**src/hw/rtl/v4ftx_pkg.sv**
```systemverilog
// Types and constants shared by the IPv4 five-tuple extractor modules.
package v4ftx_pkg;

    localparam logic [7:0] PROTO_TCP = 8'd6;
    localparam logic [7:0] PROTO_UDP = 8'd17;

    localparam int unsigned QDEPTH     = 2;
    localparam int unsigned QPTR_BITS  = $clog2(QDEPTH);
    localparam int unsigned QCNT_BITS  = $clog2(QDEPTH + 1);

    typedef struct packed {
        logic [7:0] data_byte;
        logic       last;
    } t_in_word;

    typedef struct packed {
        logic [7:0]  protocol;
        logic [31:0] src_addr;
        logic [31:0] dst_addr;
        logic [15:0] source_port;
        logic [15:0] dst_port;
        logic [15:0] packet_length;
    } t_out_word;

    typedef struct packed {
        t_out_word fields;
        logic      sport_ok;
        logic      dport_ok;
    } t_rec;

endpackage

```
**src/hw/rtl/v4ftx_front.sv**
```systemverilog
// Front end: counts bytes, captures header fields and ports, emits one record per packet.
module v4ftx_front #(
    parameter int unsigned COUNT_BITS = 16
) (
    input  logic                i_clk,
    input  logic                i_rst_n,
    input  logic                i_accept,
    input  v4ftx_pkg::t_in_word i_in_word,
    output logic                o_rec_valid,
    output v4ftx_pkg::t_rec     o_rec
);
    import v4ftx_pkg::*;

    logic [COUNT_BITS-1:0] r_cnt, n_cnt;
    logic [3:0]            r_hl, n_hl;
    logic [13:0]           r_frag, n_frag;
    logic [7:0]            r_proto, n_proto;
    logic [31:0]           r_src, n_src;
    logic [31:0]           r_dst, n_dst;
    logic [15:0]           r_sport, n_sport;
    logic [15:0]           r_dport, n_dport;

    logic [7:0]  w_b;
    logic [5:0]  w_off;
    logic [6:0]  w_off1, w_off2, w_off3;
    logic        w_ported;
    logic [15:0] w_len;

    assign w_b    = i_in_word.data_byte;
    assign n_hl   = (r_cnt == '0) ? w_b[3:0] : r_hl;
    assign w_off  = {n_hl, 2'b00};
    assign w_off1 = {1'b0, w_off} + 7'd1;
    assign w_off2 = {1'b0, w_off} + 7'd2;
    assign w_off3 = {1'b0, w_off} + 7'd3;

    always_comb begin
        n_frag = r_frag;
        if (r_cnt == COUNT_BITS'(6)) begin
            n_frag = {w_b[5:0], r_frag[7:0]};
        end else if (r_cnt == COUNT_BITS'(7)) begin
            n_frag = {r_frag[13:8], w_b};
        end
        n_proto = (r_cnt == COUNT_BITS'(9)) ? w_b : r_proto;
        n_src = r_src;
        if (r_cnt >= COUNT_BITS'(12) && r_cnt <= COUNT_BITS'(15)) begin
            n_src = {r_src[23:0], w_b};
        end
        n_dst = r_dst;
        if (r_cnt >= COUNT_BITS'(16) && r_cnt <= COUNT_BITS'(19)) begin
            n_dst = {r_dst[23:0], w_b};
        end
        n_sport = r_sport;
        if (r_cnt == COUNT_BITS'(w_off) || r_cnt == COUNT_BITS'(w_off1)) begin
            n_sport = {r_sport[7:0], w_b};
        end
        n_dport = r_dport;
        if (r_cnt == COUNT_BITS'(w_off2) || r_cnt == COUNT_BITS'(w_off3)) begin
            n_dport = {r_dport[7:0], w_b};
        end
        n_cnt = (r_cnt != '1) ? r_cnt + COUNT_BITS'(1) : r_cnt;
    end

    generate
        if (COUNT_BITS > 16) begin : g_len_sat
            assign w_len = (n_cnt > COUNT_BITS'(16'hFFFF)) ? 16'hFFFF : n_cnt[15:0];
        end else begin : g_len_ext
            assign w_len = 16'(n_cnt);
        end
    endgenerate

    assign w_ported = (n_frag == '0) && (n_proto == PROTO_TCP || n_proto == PROTO_UDP);

    always_comb begin
        o_rec.fields.protocol      = n_proto;
        o_rec.fields.src_addr      = n_src;
        o_rec.fields.dst_addr      = n_dst;
        o_rec.fields.source_port   = n_sport;
        o_rec.fields.dst_port      = n_dport;
        o_rec.fields.packet_length = w_len;
        o_rec.sport_ok = w_ported && (r_cnt >= COUNT_BITS'(w_off1));
        o_rec.dport_ok = w_ported && (r_cnt >= COUNT_BITS'(w_off3));
    end

    assign o_rec_valid = i_accept && i_in_word.last;

    always_ff @(posedge i_clk) begin
        if (!i_rst_n || o_rec_valid) begin
            r_cnt   <= '0;
            r_hl    <= '0;
            r_frag  <= '0;
            r_proto <= '0;
            r_src   <= '0;
            r_dst   <= '0;
            r_sport <= '0;
            r_dport <= '0;
        end else if (i_accept) begin
            r_cnt   <= n_cnt;
            r_hl    <= n_hl;
            r_frag  <= n_frag;
            r_proto <= n_proto;
            r_src   <= n_src;
            r_dst   <= n_dst;
            r_sport <= n_sport;
            r_dport <= n_dport;
        end
    end

    a_last_clears: assert property (@(posedge i_clk) disable iff (!i_rst_n)
        o_rec_valid |=> (r_cnt == '0 && r_hl == '0))
        else $error("byte count not cleared after last byte");

    a_count_step: assert property (@(posedge i_clk) disable iff (!i_rst_n)
        (i_accept && !i_in_word.last && r_cnt != '1) |=> (r_cnt == $past(r_cnt) + COUNT_BITS'(1)))
        else $error("byte count did not advance");

endmodule

```
**src/hw/rtl/v4ftx_queue.sv**
```systemverilog
// Short record queue between the front end and the output stage.
module v4ftx_queue (
    input  logic            i_clk,
    input  logic            i_rst_n,
    input  logic            i_wr,
    input  v4ftx_pkg::t_rec i_wr_rec,
    input  logic            i_rd,
    output v4ftx_pkg::t_rec o_rd_rec,
    output logic            o_full,
    output logic            o_empty
);
    import v4ftx_pkg::*;

    t_rec                 r_mem [QDEPTH];
    logic [QPTR_BITS-1:0] r_wr_ptr, r_rd_ptr;
    logic [QCNT_BITS-1:0] r_cnt, n_cnt;

    assign o_full   = (r_cnt == QCNT_BITS'(QDEPTH));
    assign o_empty  = (r_cnt == '0);
    assign o_rd_rec = r_mem[r_rd_ptr];

    always_comb begin
        n_cnt = r_cnt;
        if (i_wr && !i_rd) begin
            n_cnt = r_cnt + QCNT_BITS'(1);
        end else if (i_rd && !i_wr) begin
            n_cnt = r_cnt - QCNT_BITS'(1);
        end
    end

    always_ff @(posedge i_clk) begin
        if (i_wr) begin
            r_mem[r_wr_ptr] <= i_wr_rec;
        end
    end

    always_ff @(posedge i_clk) begin
        if (!i_rst_n) begin
            r_wr_ptr <= '0;
            r_rd_ptr <= '0;
            r_cnt    <= '0;
        end else begin
            if (i_wr) begin
                r_wr_ptr <= (r_wr_ptr == QPTR_BITS'(QDEPTH - 1)) ? '0 : r_wr_ptr + QPTR_BITS'(1);
            end
            if (i_rd) begin
                r_rd_ptr <= (r_rd_ptr == QPTR_BITS'(QDEPTH - 1)) ? '0 : r_rd_ptr + QPTR_BITS'(1);
            end
            r_cnt <= n_cnt;
        end
    end

    a_no_overflow: assert property (@(posedge i_clk) disable iff (!i_rst_n)
        i_wr |-> (!o_full || i_rd))
        else $error("record queue overflow");

    a_no_underflow: assert property (@(posedge i_clk) disable iff (!i_rst_n)
        i_rd |-> !o_empty)
        else $error("record queue underflow");

endmodule

```
**src/hw/rtl/v4ftx_back.sv**
```systemverilog
// Output stage: applies port gating and holds the oldest result word for the consumer.
module v4ftx_back (
    input  logic                 i_clk,
    input  logic                 i_rst_n,
    input  logic                 i_q_empty,
    input  v4ftx_pkg::t_rec      i_q_rec,
    output logic                 o_q_rd,
    input  logic                 i_pop,
    output logic                 o_empty,
    output v4ftx_pkg::t_out_word o_out_word
);
    import v4ftx_pkg::*;

    logic      r_valid;
    t_out_word r_word, n_word;

    assign o_q_rd = !i_q_empty && (!r_valid || i_pop);

    always_comb begin
        n_word = i_q_rec.fields;
        if (!i_q_rec.sport_ok) begin
            n_word.source_port = '0;
        end
        if (!i_q_rec.dport_ok) begin
            n_word.dst_port = '0;
        end
    end

    always_ff @(posedge i_clk) begin
        if (!i_rst_n) begin
            r_valid <= 1'b0;
        end else if (o_q_rd) begin
            r_valid <= 1'b1;
        end else if (i_pop) begin
            r_valid <= 1'b0;
        end
    end

    always_ff @(posedge i_clk) begin
        if (o_q_rd) begin
            r_word <= n_word;
        end
    end

    assign o_empty    = !r_valid;
    assign o_out_word = r_word;

    a_refill: assert property (@(posedge i_clk) disable iff (!i_rst_n)
        (!i_q_empty && !r_valid) |=> r_valid)
        else $error("output stage missed a waiting record");

endmodule

```
**src/hw/rtl/ipv4_five_tuple_extractor_core.sv**
```systemverilog
// Top level of the IPv4 five-tuple extractor.
// Takes one packet byte per cycle while full is low (header first, last marks
// the final byte) and produces one word per packet: protocol, addresses, TCP/UDP
// ports (zero for fragments, other protocols or ports cut off by the packet end)
// and the byte count saturated at 65535. Bytes are accepted back to back at one
// per cycle unless full is high; the result word passes through a two-entry record
// queue and an output register. Input stalls (full) only while two finished
// packets wait in the queue behind an unread output word.
module ipv4_five_tuple_extractor_core #(
    parameter int unsigned COUNT_BITS = 16
) (
    input  logic                 i_clk,
    input  logic                 i_rst_n,
    input  logic                 push,
    output logic                 full,
    input  v4ftx_pkg::t_in_word  i_in_word,
    output logic                 empty,
    input  logic                 pop,
    output v4ftx_pkg::t_out_word o_out_word
);
    import v4ftx_pkg::*;

    logic w_accept;
    logic w_rec_valid;
    t_rec w_rec;
    t_rec w_q_rec;
    logic w_q_full, w_q_empty, w_q_rd;

    assign full     = w_q_full;
    assign w_accept = push && !w_q_full;

    v4ftx_front #(
        .COUNT_BITS (COUNT_BITS)
    ) u_front (
        .i_clk       (i_clk),
        .i_rst_n     (i_rst_n),
        .i_accept    (w_accept),
        .i_in_word   (i_in_word),
        .o_rec_valid (w_rec_valid),
        .o_rec       (w_rec)
    );

    v4ftx_queue u_queue (
        .i_clk    (i_clk),
        .i_rst_n  (i_rst_n),
        .i_wr     (w_rec_valid),
        .i_wr_rec (w_rec),
        .i_rd     (w_q_rd),
        .o_rd_rec (w_q_rec),
        .o_full   (w_q_full),
        .o_empty  (w_q_empty)
    );

    v4ftx_back u_back (
        .i_clk      (i_clk),
        .i_rst_n    (i_rst_n),
        .i_q_empty  (w_q_empty),
        .i_q_rec    (w_q_rec),
        .o_q_rd     (w_q_rd),
        .i_pop      (pop),
        .o_empty    (empty),
        .o_out_word (o_out_word)
    );

endmodule

```
**config.mk**
```make
export PLATFORM = sky130hd
export DESIGN_NAME = ipv4_five_tuple_extractor_core
export DESIGN_NICKNAME = d
export VERILOG_FILES = /design/src/hw/rtl/v4ftx_pkg.sv /design/src/hw/rtl/v4ftx_front.sv /design/src/hw/rtl/v4ftx_queue.sv /design/src/hw/rtl/v4ftx_back.sv /design/src/hw/rtl/ipv4_five_tuple_extractor_core.sv
export SDC_FILE = /design/constraint.sdc
export NUM_CORES = 1
export LEC_CHECK = 0
export ABC_CLOCK_PERIOD_IN_PS = 10250
export BUFFER_PORTS_ARGS = -buffer_cell sky130_fd_sc_hd__clkbuf_2
export CORE_MARGIN = 2
export CORE_UTILIZATION = 60
export DETAILED_ROUTE_END_ITERATION = 8
export PLACE_DENSITY = 0.89
export SYNTH_ARGS = -nofsm -noshare
export SYNTH_HDL_FRONTEND = slang
export SYNTH_HIERARCHICAL = 1
export SYNTH_SLANG_ARGS = --single-unit
export TNS_END_PERCENT = 5
```
**constraint.sdc**
```tcl
create_clock -name i_clk -period 10.25 [get_ports i_clk]
set_input_delay 1.5375 -clock i_clk [delete_from_list [all_inputs] [get_ports i_clk]]
set_output_delay 1.5375 -clock i_clk [all_outputs]
set_load 0.01 [all_outputs]
```
Word-level counts from Yosys, hierarchy flattened --
Memory sizes are Yosys's and may differ from the RTL's. A register that Yosys moved wholly into a read port is not among the register bits. Index checks and enable logic that the tools add are counted. Widths: inputs -> output; s select.
Cells by class: add/sub/neg operators 8, multiply operators 0, divide/modulo/power cells 0, order comparisons 6, eq/ne operators 11, shifts and indexed selects 0, mux-type cells 19, bitwise logic cells 0, reductions and logical operators 26
Operators with widths (number):
- $mux 32 | 2
- $eq 16x7->1 | 3
- $mux 16 | 3
- $eq 16x3->1 const B | 2
- $ge 16x7->1 | 2
- $add 16x1->16 const B | 1
- $eq 16x4->1 const B | 1
- $eq 16x6->1 | 1
- $ge 16x4->1 const B | 1
- $ge 16x5->1 const B | 1
- $le 16x4->1 const B | 1
- $le 16x5->1 const B | 1
- $logic_not 16->1 | 1
- $mux 8 | 2
- $ne 16x16->1 const B | 1
- $add 6x2->7 const B | 2
- $logic_not 14->1 | 1
- $mux 14 | 1
- $logic_and 1x1->1 | 10
- $eq 8x3->1 const B | 1
- $eq 8x5->1 const B | 1
- $mux 1 | 8
- $add 6x1->7 const B | 1
- $logic_not 1->1 | 6
- 9 further kinds | 16
Storage, ports and cells: flip-flop bits (word level) 263, latch bits 0, bits in writable memories 244, bits in read-only memories 0, output and inout port bits 122, memories kept 1
Memory list:
- u_queue.r_mem | depth 2, bits a word 122, read ports 1, clocked after memory_dff 1, write ports 1, line v4ftx_queue.sv:14 | t_rec r_mem [QDEPTH];

Depth between registers and ports, before layout --
Gate-level depths: netlist of the first run.
depth in word-level cells 8, depth in mapped cells 10, mapped depth without buffers 8

Modules after synthesis --
The synthesis of the first run kept the hierarchy.
Modules (own cells, without submodules):
- v4ftx_queue | times used 1, cells each 402, area an instance 9354.0 um2, sequential area each 7427.1 um2
- v4ftx_front | times used 1, cells each 803, area an instance 7248.2 um2, sequential area each 2762.6 um2
- v4ftx_back | times used 1, cells each 159, area an instance 3902.5 um2, sequential area each 3623.5 um2
- ipv4_five_tuple_extractor_core | times used 1, cells each 1, area an instance 13.8 um2, sequential area each 0.0 um2

Worst setup path before layout of the first run --
OpenSTA, ideal clock, no wires.
kind input to register, start input pop, end register u_queue.r_cnt[1], setup time 70 ps, data arrival time 8241 ps, data required time 10180 ps, setup slack 1939 ps, stages 6, cell sequence nand2b_1 > nor2b_1 > inv_1 > ha_1 > or3_1 > a21boi_1
On the way: longest elaborated chain between the ends 5, elaborated cells on any way between the ends 7, classes of those cells mux (1); reduce/logical (6)
RTL lines:
- from (decl) | line ipv4_five_tuple_extractor_core.sv:18 | input logic pop,
- $logic_or 1x1->1 * | line v4ftx_back.sv:17 | assign o_q_rd = !i_q_empty && (!r_valid || i_pop);
- $logic_and 1x1->1 * | line v4ftx_back.sv:17
- net w_q_rd | line ipv4_five_tuple_extractor_core.sv:27 | logic w_q_full, w_q_empty, w_q_rd;
- $logic_not 1->1 | line v4ftx_queue.sv:24 | if (i_wr && !i_rd) begin
- $logic_and 1x1->1 | line v4ftx_queue.sv:24
- $mux 2 or $reduce_bool 2->1 (tied branches)
- to (signal assigned) | line v4ftx_queue.sv:49 | r_cnt <= n_cnt;
- to (decl) | line v4ftx_queue.sv:16 | logic [QCNT_BITS-1:0] r_cnt, n_cnt;
The timed path passes the listed nets; every way through them passes the cells marked *. A chain may end at the register's enable or synchronous reset.

Worst setup path after layout of the first run --
start input push, end memory u_queue/r_mem[0][46] (netlist name) (enable)
On the way: longest elaborated chain between the ends 4
RTL lines:
- from (decl) | line ipv4_five_tuple_extractor_core.sv:14 | input logic push,
- $logic_and 1x1->1 | line ipv4_five_tuple_extractor_core.sv:30 | assign w_accept = push && !w_q_full;
- net w_accept | line ipv4_five_tuple_extractor_core.sv:23 | logic w_accept;
- $logic_and 1x1->1 | line v4ftx_front.sv:84 | assign o_rec_valid = i_accept && i_in_word.last;
- net w_rec_valid | line ipv4_five_tuple_extractor_core.sv:24 | logic w_rec_valid;
- $mux 1 | line v4ftx_queue.sv:32 | if (i_wr) begin
- $mux 1 (implied by the code) | line v4ftx_queue.sv:33 | r_mem[r_wr_ptr] <= i_wr_rec;
- to (decl) | line v4ftx_queue.sv:14
The timed path passes the listed nets, and every way through them passes these cells.

==> qor.yml, run 1 <==
drt:
  routed_via_density: 5.72
  drc: 0
  num_vias: 11270
  wl_per_cell_um: 19.7
  ant_nets: 0
  firstDrtPassIters: 6
  drtIter0Drc: 921
  routed_wirelength_um: 38900
clock_network:
  clockRootBuffer: "clkbuf_16"
  clkTransAtPathRegs_ns: 0.06
  cts-resized-gates: 0
  clk_latency_ns: 0.57
  cts_htree_levels: 2
  hold_buffers: 0
  cts_setup_buffers: 0
  clock_path_buffers: 3
  numCtsBuffers: 48
  cts_sinks: 508
  cts_tree: "done"
timing:
  hold_violations: 0
  worst_slew_pin_slew_ns: 1.21
  post-route-min-period_ns: 4.04
  report.final.slew_viol_count: 0
  timing.setup.tns_ns: 0
  rsz0062_at_grt: "false"
  fin_crit_sh_pct: 39.4
  fmax_mhz: 247
  slew_headroom_pct: 18.8
  finalWorstSetupSlack_ns: 6.21
  fin_worst_skew_ns: 0.0316
  worst_hold_slack_ns: 0.459
  finalSetupViolCount: 0
floorplanning:
  rows: 67
  die_y_um: 189
  initial_core_util_pct: 61.0
  die_w_um: 189
  dieArea_mm2: 0.0357
  core_area_mm2: 0.0336
  io_pins: 135
synth:
  syn_inst: 1365
  synth_nets: 1384
  ys_ff_latch: 508
  async_flop_share_pct: 0
  synth.area.top_cells: "edfxtp_1 53%, dfxtp_1 14%, mux2_4 7.3%"
  synth_top_area_cell: "edfxtp_1"
  netlist_area_mm2: 0.0205
  ys_types: 60
  synth-edff-count: 364
  synth_ff_type: "edfxtp_1"
  syn_avg_cell_area_um2: 15.0
  yosysTopAreaCellShare_pct: 53.3
  synth.yosys.seq_area_share_pct: 67.3
  yosysWarnings: 6
place:
  dp_hpwl_um: 23300
  place_worst_setup_slack_ns: 5.67
  dp_cells: 1880
  gp_congestion: 0.845
  portBuffers: 134
  place_area_mm2: 0.0214
final_layout:
  nets: 1501
  drive_gt1_share_pct: 31.5
  final_util_pct: 68.4
  fillers: 2170
  finalNonFillerCells: 1970
  design_area_mm2: 0.0230
  area_delta_synth_final_pct: 12.1
  antenna_cells: 0
setup_path:
  reg2reg_depth: 8
  crit_path_end: "u_queue/r_mem[0][46]$_DFFE_PP_"
  cp-end-kind: "register"
  r2r_start: "u_front/r_cnt[0]$_SDFFE_PP0P_"
  cp_data_required_time_ns: 10.43
  critPathBufInv: 5
  crit_arrival_ns: 4.22
  path_depth: 8
  path_max_fanout: 67
  crit_family: "buffers and inverters"
  cpMostUsedCell: "buf_4"
  path_cells: "clkbuf_2, nor2b_4, buf_4, nand2_1, inv_1, nor2b_4, buf_4, buf_4"
  cpPeakStageDelay_ns: 0.84
  start_kind: "input pin"
  crit_type: "in2reg"
  critPathLaunch: "push"
  reg2reg_setup_slack_ns: 6.49
  slowest_stage: "buf_4"
  r2r_end: "u_front/r_dport[5]$_SDFFE_PP0P_"
power_and_ir_drop:
  internal-power_mw: 4.14
  switchingPower_mw: 1.53
  seq_power_share_pct: 48.7
  total_power_mw: 5.67
  ir_worst_vdd_v: 0.000244
  switching_share_pct: 27.0
  pwr-share-comb_pct: 20.9
  p_clk_share_pct: 30.4
  p_per_area_mw_per_mm2: 246
  power_leakage_nw: 8.87
global_route:
  grt_pass1_vias: 11345
  grt_pass1_wl_um: 60900
  grt_max_degree: 104
  grt_overflow: 0
  antenna_found_initial: 0
  track_usage_pct: 21.6
hold_path:
  hold_depth: 2
  hp-class: "reg2reg"
outcome:
  outcome: "finished clean"
job:
  cap_violations: 0
-- cells in the final DEF, fill, tap and decap left out, types with 5 or more instances in the layout --
master / instances
mux2_4: 100
a21oi_1: 14
nor2_1: 147
clkbuf_2: 134
dfxtp_1: 143
nor3_1: 49
mux2_1: 10
clkbuf_16: 51
nand2b_1: 7
and2_1: 11
xor2_1: 10
ha_1: 6
mux2_2: 118
or4_1: 7
inv_1: 8
and2_2: 26
and3_1: 7
edfxtp_1: 364
nand3_1: 20
nor4_1: 6
clkinv_2: 10
clkbuf_1: 17
xnor2_1: 14
buf_4: 12
o21ai_0: 8
clkbuf_8: 5
nand2_1: 75
mux2i_1: 82
-- sequential cells by signal, summed over array words and instances (netlist names), named ones only --
| register | flops |
|---|---|
| u_front/r_dport | 16 |
| u_back/o_out_word | 120 |
| u_front/r_sport | 16 |
| u_front/r_cnt | 16 |
| u_front/r_hl | 4 |
| u_back/r_valid | 1 |
| u_front/r_frag | 14 |
| u_front/r_dst | 32 |
| u_front/r_proto | 8 |
| u_front/r_src | 32 |
| u_queue/r_wr_ptr | 1 |
| u_queue/r_rd_ptr | 1 |
| u_queue/r_mem | 244 |
| u_queue/r_cnt | 2 |
-- synthesized netlist by cell type, drive strengths merged, types with 2 or more instances --
master  number
a21boi       2
a21oi       14
a31o         2
a31oi        3
and2        38
and3         7
and3b        2
buf         33
clkbuf      46
dfxtp      144
edfxtp     364
ha           6
inv          8
mux2       228
mux2i       82
nand2       76
nand2b       7
nand3       20
nand3b       3
nand4        4
nor2       147
nor2b        7
nor3        49
nor4         8
nor4b        2
nor4bb       2
o211ai       2
o21a         2
o21ai        8
o41ai        2
or2          2
or3          4
or4          8
xnor2       14
xor2        10
-- power by group through the flow --
stage	clock (mW)	combinational, mW	sequential [mW]
after floorplan	0	0.795	2.88
after global placement	0	1.16	2.79
after detailed placement	0	1.18	2.80
after CTS	1.75	1.20	2.77
after global routing	1.83	1.27	2.79
final	1.72	1.18	2.76
-- layer usage --
layer	GRT usage [%]	vias to the layer above	part of all wire, %
met4	5.53	0	1.9
met1	28.0	5618	41
met5	0	-	0
li1	-	5218	-
met2	37.4	368	50
met3	4.24	66	6.2
-- worst reg2reg max path: stages (launching register included) --
cell and delay (ns):
dfxtp_1 0.35, inv_1 0.20, ha_1 0.27, or3b_2 0.50, nor4_2 0.47, o221ai_2 0.24
nor2_1 0.20, nand4_1 0.95, mux2i_1 0.49
-- worst min path at each step --
stage,from,to
after floorplan,u_front/r_sport[10]$_SDFFE_PP0P_,u_front/r_sport[10]$_SDFFE_PP0P_
after global placement,u_front/r_dport[10]$_SDFFE_PP0P_,u_front/r_dport[10]$_SDFFE_PP0P_
after detailed placement,u_front/r_sport[10]$_SDFFE_PP0P_,u_front/r_sport[10]$_SDFFE_PP0P_
after CTS,u_front/r_sport[15]$_SDFFE_PP0P_,u_front/r_sport[15]$_SDFFE_PP0P_
after global routing,u_front/r_dport[14]$_SDFFE_PP0P_,u_front/r_dport[14]$_SDFFE_PP0P_
final,u_front/r_sport[15]$_SDFFE_PP0P_,u_front/r_sport[15]$_SDFFE_PP0P_
-- kinds of logic (layout without fill, tap and decap cells) --
kind of cell | Yosys count | after routing | synth area share, %
flip-flops | 508 | 508 | 67.3
AND/OR/NAND/NOR | 388 | 388 | 9.38
AO/OA/AOI/OAI | 41 | 41 | 1.34
buffers and inverters | 88 | 245 | 2.23
adder cells (fa/ha/maj) | 6 | 6 | 0.366
multiplexers | 310 | 310 | 18.3
XOR/XNOR | 24 | 24 | 1.02
-- cell type report --
type / count / area (µm²) / area share [%]
inverter: 9 / 33.8 / 0.147
timing repair buffer: 146 / 761 / 3.31
multi-input combinational: 769 / 6270 / 27.3
clock buffer: 73 / 1410 / 6.13
tap: 448 / 561 / 2.44
clock inverter: 17 / 145 / 0.631
sequential: 508 / 13800 / 60.1
(Power assumes the default switching activity.)
==> run 2: changes to the inputs <==
--- a/config.mk
+++ b/config.mk
@@ -5,12 +5,13 @@
 export SDC_FILE = /design/constraint.sdc
 export NUM_CORES = 1
 export LEC_CHECK = 0
-export ABC_CLOCK_PERIOD_IN_PS = 10250
+export ABC_AREA = 1
+export ABC_CLOCK_PERIOD_IN_PS = 3300
 export BUFFER_PORTS_ARGS = -buffer_cell sky130_fd_sc_hd__clkbuf_2
 export CORE_MARGIN = 2
-export CORE_UTILIZATION = 60
+export CORE_UTILIZATION = 55
 export DETAILED_ROUTE_END_ITERATION = 8
-export PLACE_DENSITY = 0.89
+export PLACE_DENSITY = 0.86
 export SYNTH_ARGS = -nofsm -noshare
 export SYNTH_HDL_FRONTEND = slang
 export SYNTH_HIERARCHICAL = 1
==> constraint.sdc (replaced) <==
create_clock -name i_clk -period 3.3 [get_ports i_clk]
set_input_delay 0.495 -clock i_clk [delete_from_list [all_inputs] [get_ports i_clk]]
set_output_delay 0.495 -clock i_clk [all_outputs]
set_load 0.01 [all_outputs]
==> run 2 against run 1 <==
Synthesized area rose by 3.0%. Global-route usage fell by 0.37 points. Register-to-register slack got worse by 6.1 ns. Total power rose to 3.6 times the previous value. Worst hold slack got worse by 0.23 ns. Sequential power rose to 3.4 times the previous value. Die area rose by 12%. Critical path depth rose by 3. Critical endpoint is now u_queue/r_mem[1][1]$_DFFE_PP_.
==> qor.yml, run 2 <==
timing:
  fin_worst_skew_ns: 0.0153  # -0.0163 ns
  worst_slew_pin_slew_ns: 0.907  # -0.307 ns
  hold_violations: 0  # unchanged
  post-route-min-period_ns: 2.94
  fin_crit_sh_pct: 89.0
  timing.setup.tns_ns: 0  # unchanged
  finalWorstSetupSlack_ns: 0.363  # -5.84 ns
  fmax_mhz: 340
  rsz0062_at_grt: "false"
  report.final.slew_viol_count: 0  # unchanged
  finalSetupViolCount: 0  # unchanged
  slew_headroom_pct: 39.5  # +21 points
setup_path:
  cpMostUsedCell: "nand2_1"
  path_cells: "nor2_4, nand2_2, nor2_4, nand2_1, o21ai_0, nand2_1, o21ai_0, nand2_1, inv_1, nand3_1, a21oi_1"
  cpPeakStageDelay_ns: 0.72  # -0.12 ns
  r2r_end: "u_queue/r_mem[1][1]$_DFFE_PP_"
  slowest_stage: "o21ai_0"
  reg2reg_depth: 11  # +3
  reg2reg_setup_slack_ns: 0.36  # -6.13 ns
  path_max_fanout: 16  # -76%
  start_kind: "register"
  cp-end-kind: "register"
  cp_data_required_time_ns: 3.68  # -6.75 ns
  crit_type: "reg2reg"
  r2r_start: "u_front/r_cnt[9]$_SDFFE_PP0P_"
  crit_arrival_ns: 3.32  # -0.90 ns
synth:
  synth.area.top_cells: "edfxtp_1 52%, dfxtp_1 14%, mux2_4 5.7%"
  syn_inst: 1847  # +35%
  synth_top_area_cell: "edfxtp_1"
  yosysMostFrequentCell: "edfxtp_1"
  synth_ff_type: "edfxtp_1"
  yosysWarnings: 6  # unchanged
  ys_types: 34  # -43%
  async_flop_share_pct: 0  # unchanged
  yosysTopAreaCellShare_pct: 51.7  # -1.6 points
  synth_common_cells: "364 x edfxtp_1, 282 x inv_1, 258 x nand2_1, 161 x o21ai_0, 144 x dfxtp_1"
  synth.yosys.seq_area_share_pct: 65.3  # -2.0 points
  netlist_area_mm2: 0.0211  # +3.0%
  syn_avg_cell_area_um2: 11.4  # -24%
  ys_ff_latch: 508  # unchanged
  synth_nets: 1866  # +35%
  synth-edff-count: 364  # unchanged
final_layout:
  final_util_pct: 63.1  # -5.3 points
  antenna_cells: 0  # unchanged
  drive_gt1_share_pct: 20.6  # -11 points
  top_register: "u_queue/r_mem"
  nets: 1984  # +32%
  largest_reg_flops: 244  # unchanged
  area_delta_synth_final_pct: 12.8
  final_cell_mix: "364 x edfxtp_1, 280 x inv_1, 257 x nand2_1"
  layout_commonest_cell: "edfxtp_1"
  fillers: 2747  # +27%
clock_network:
  cts_htree_levels: 2  # unchanged
  clk_latency_ns: 0.56  # about the same
  cts-resized-gates: 0  # unchanged
  hold_buffers: 0  # unchanged
  cts_setup_buffers: 0  # unchanged
  numCtsBuffers: 50  # +4.2%
  cts_sinks: 508  # unchanged
  cts_tree: "done"
  clockRootBuffer: "clkbuf_16"
  clkTransAtPathRegs_ns: 0.06  # about the same
  clock_path_buffers: 3  # unchanged
power_and_ir_drop:
  internal-power_mw: 14.0  # +240%
  seq_power_share_pct: 45.9  # -2.8 points
  pwr-share-comb_pct: 26.1  # +5.2 points
  switching_share_pct: 30.8  # +3.8 points
  p_per_area_mw_per_mm2: 846  # +240%
  p_clk_share_pct: 28.1  # -2.3 points
  switchingPower_mw: 6.22  # +310%
  power_leakage_nw: 10.3  # +16%
  ir_worst_vdd_v: 0.00136  # +460%
drt:
  drc: 0  # unchanged
  drtIter0Drc: 1148  # +25%
  ant_nets: 0  # unchanged
  routed_via_density: 5.31  # -7.2%
  routed_wirelength_um: 42600  # +9.7%
  firstDrtPassIters: 6  # unchanged
  wl_per_cell_um: 16.9  # -14%
  num_vias: 13360  # +19%
floorplanning:
  io_pins: 135  # unchanged
  rows: 71  # +6.0%
  dieArea_mm2: 0.0400  # +12%
  core_area_mm2: 0.0378  # +12%
  die_y_um: 200  # +5.9%
  die_w_um: 200  # +5.9%
  initial_core_util_pct: 56.0  # -5.1 points
global_route:
  grt_overflow: 0  # unchanged
  grt_pass1_wl_um: 66300  # +9.0%
  grt_pass1_vias: 12923  # +14%
  track_usage_pct: 21.2  # -0.37 points
  grt_max_degree: 123  # +18%
  antenna_found_initial: 0  # unchanged
place:
  portBuffers: 134  # unchanged
  dp_hpwl_um: 25800  # +11%
  place_worst_setup_slack_ns: 0.595  # -5.08 ns
  gp_congestion: 0.830  # -1.8%
hold_path:
  hp-class: "in2reg"
  worstHoldStart: "pop"
  hold_depth: 4  # +2
  holdPathEnd: "u_back/r_valid$_SDFFE_PN0P_"
outcome:
  outcome: "finished clean"
job:
  cap_violations: 0  # unchanged
[run 2: worst max-delay path by stage]
stage	startpoint	to	depth (start not counted)
floorplan	push	u_queue/r_mem[1][0]$_DFFE_PP_	7
global placement	u_front/r_cnt[12]$_SDFFE_PP0P_	u_front/r_src[1]$_SDFFE_PP0P_	9
detailed placement	u_front/r_cnt[9]$_SDFFE_PP0P_	u_queue/r_mem[0][1]$_DFFE_PP_	11
CTS	u_front/r_cnt[9]$_SDFFE_PP0P_	u_queue/r_mem[1][1]$_DFFE_PP_	11
global route	u_front/r_cnt[15]$_SDFFE_PP0P_	u_queue/r_mem[1][0]$_DFFE_PP_	13
finish	u_front/r_cnt[9]$_SDFFE_PP0P_	u_queue/r_mem[1][1]$_DFFE_PP_	11
[run 2: cell families (layout without fill, tap and decap cells)]
logic type | count (synthesis) | after routing | share of synthesized area [%]
buffers and inverters | 371 | 530 | 7.58
multiplexers | 123 | 123 | 7.97
XOR/XNOR | 8 | 8 | 0.331
AND/OR/NAND/NOR | 551 | 551 | 11.5
adder cells (fa/ha/maj) | 6 | 6 | 0.355
flip-flops | 508 | 508 | 65.3
AO/OA/AOI/OAI | 280 | 280 | 6.86
[run 2: through the flow]
step	power (mW)	cell area, µm²	cells	hold slack (ns)
after floorplan	13.1	21200	1847	0.449
after global placement	14.4	22200	2424	0.461
after detailed placement	14.6	22200	2424	0.471
after CTS	20.3	23800	2517	0.211
after global routing	21.2	23800	2517	0.257
final	20.2	23800	2517	0.230
[run 2: area by class of cell]
class                   instances  area (µm²)  share of cell area (%)
inverters                     282        1060                    4.46
flip-flops and latches        508       13800                    58.0
multi-input cells             968        5760                    24.2
well taps                     511         639                    2.68
clock buffers                  73        1480                    6.21
repair buffers                155         903                    3.79
clock inverters                20         180                   0.756
[run 2: critical path: cells and delay by family, from the launching register on]
kind / cells / cell delay, ns
simple gates: 7 / 1.18
buf+inv: 1 / 0.06
flops: 1 / 0.40
compound gates: 3 / 1.13
[run 2: metal layers]
layer	wire length, µm	part of all wire, %	track usage (%)
met1	17700	41	27.5
met2	21000	49	36.0
met3	2650	6.2	3.58
met4	1300	3.0	8.12
met5	0	0	0
[run 2: power groups by stage]
stage / registers, mW / clock network, mW / logic [mW]
6_report: 9.25 / 5.67 / 5.26
5_1_grt: 9.39 / 6.02 / 5.78
4_1_cts: 9.28 / 5.76 / 5.28
3_5_place_dp: 9.38 / 0 / 5.22
3_3_place_gp: 9.33 / 0 / 5.04
2_1_floorplan: 9.54 / 0 / 3.57
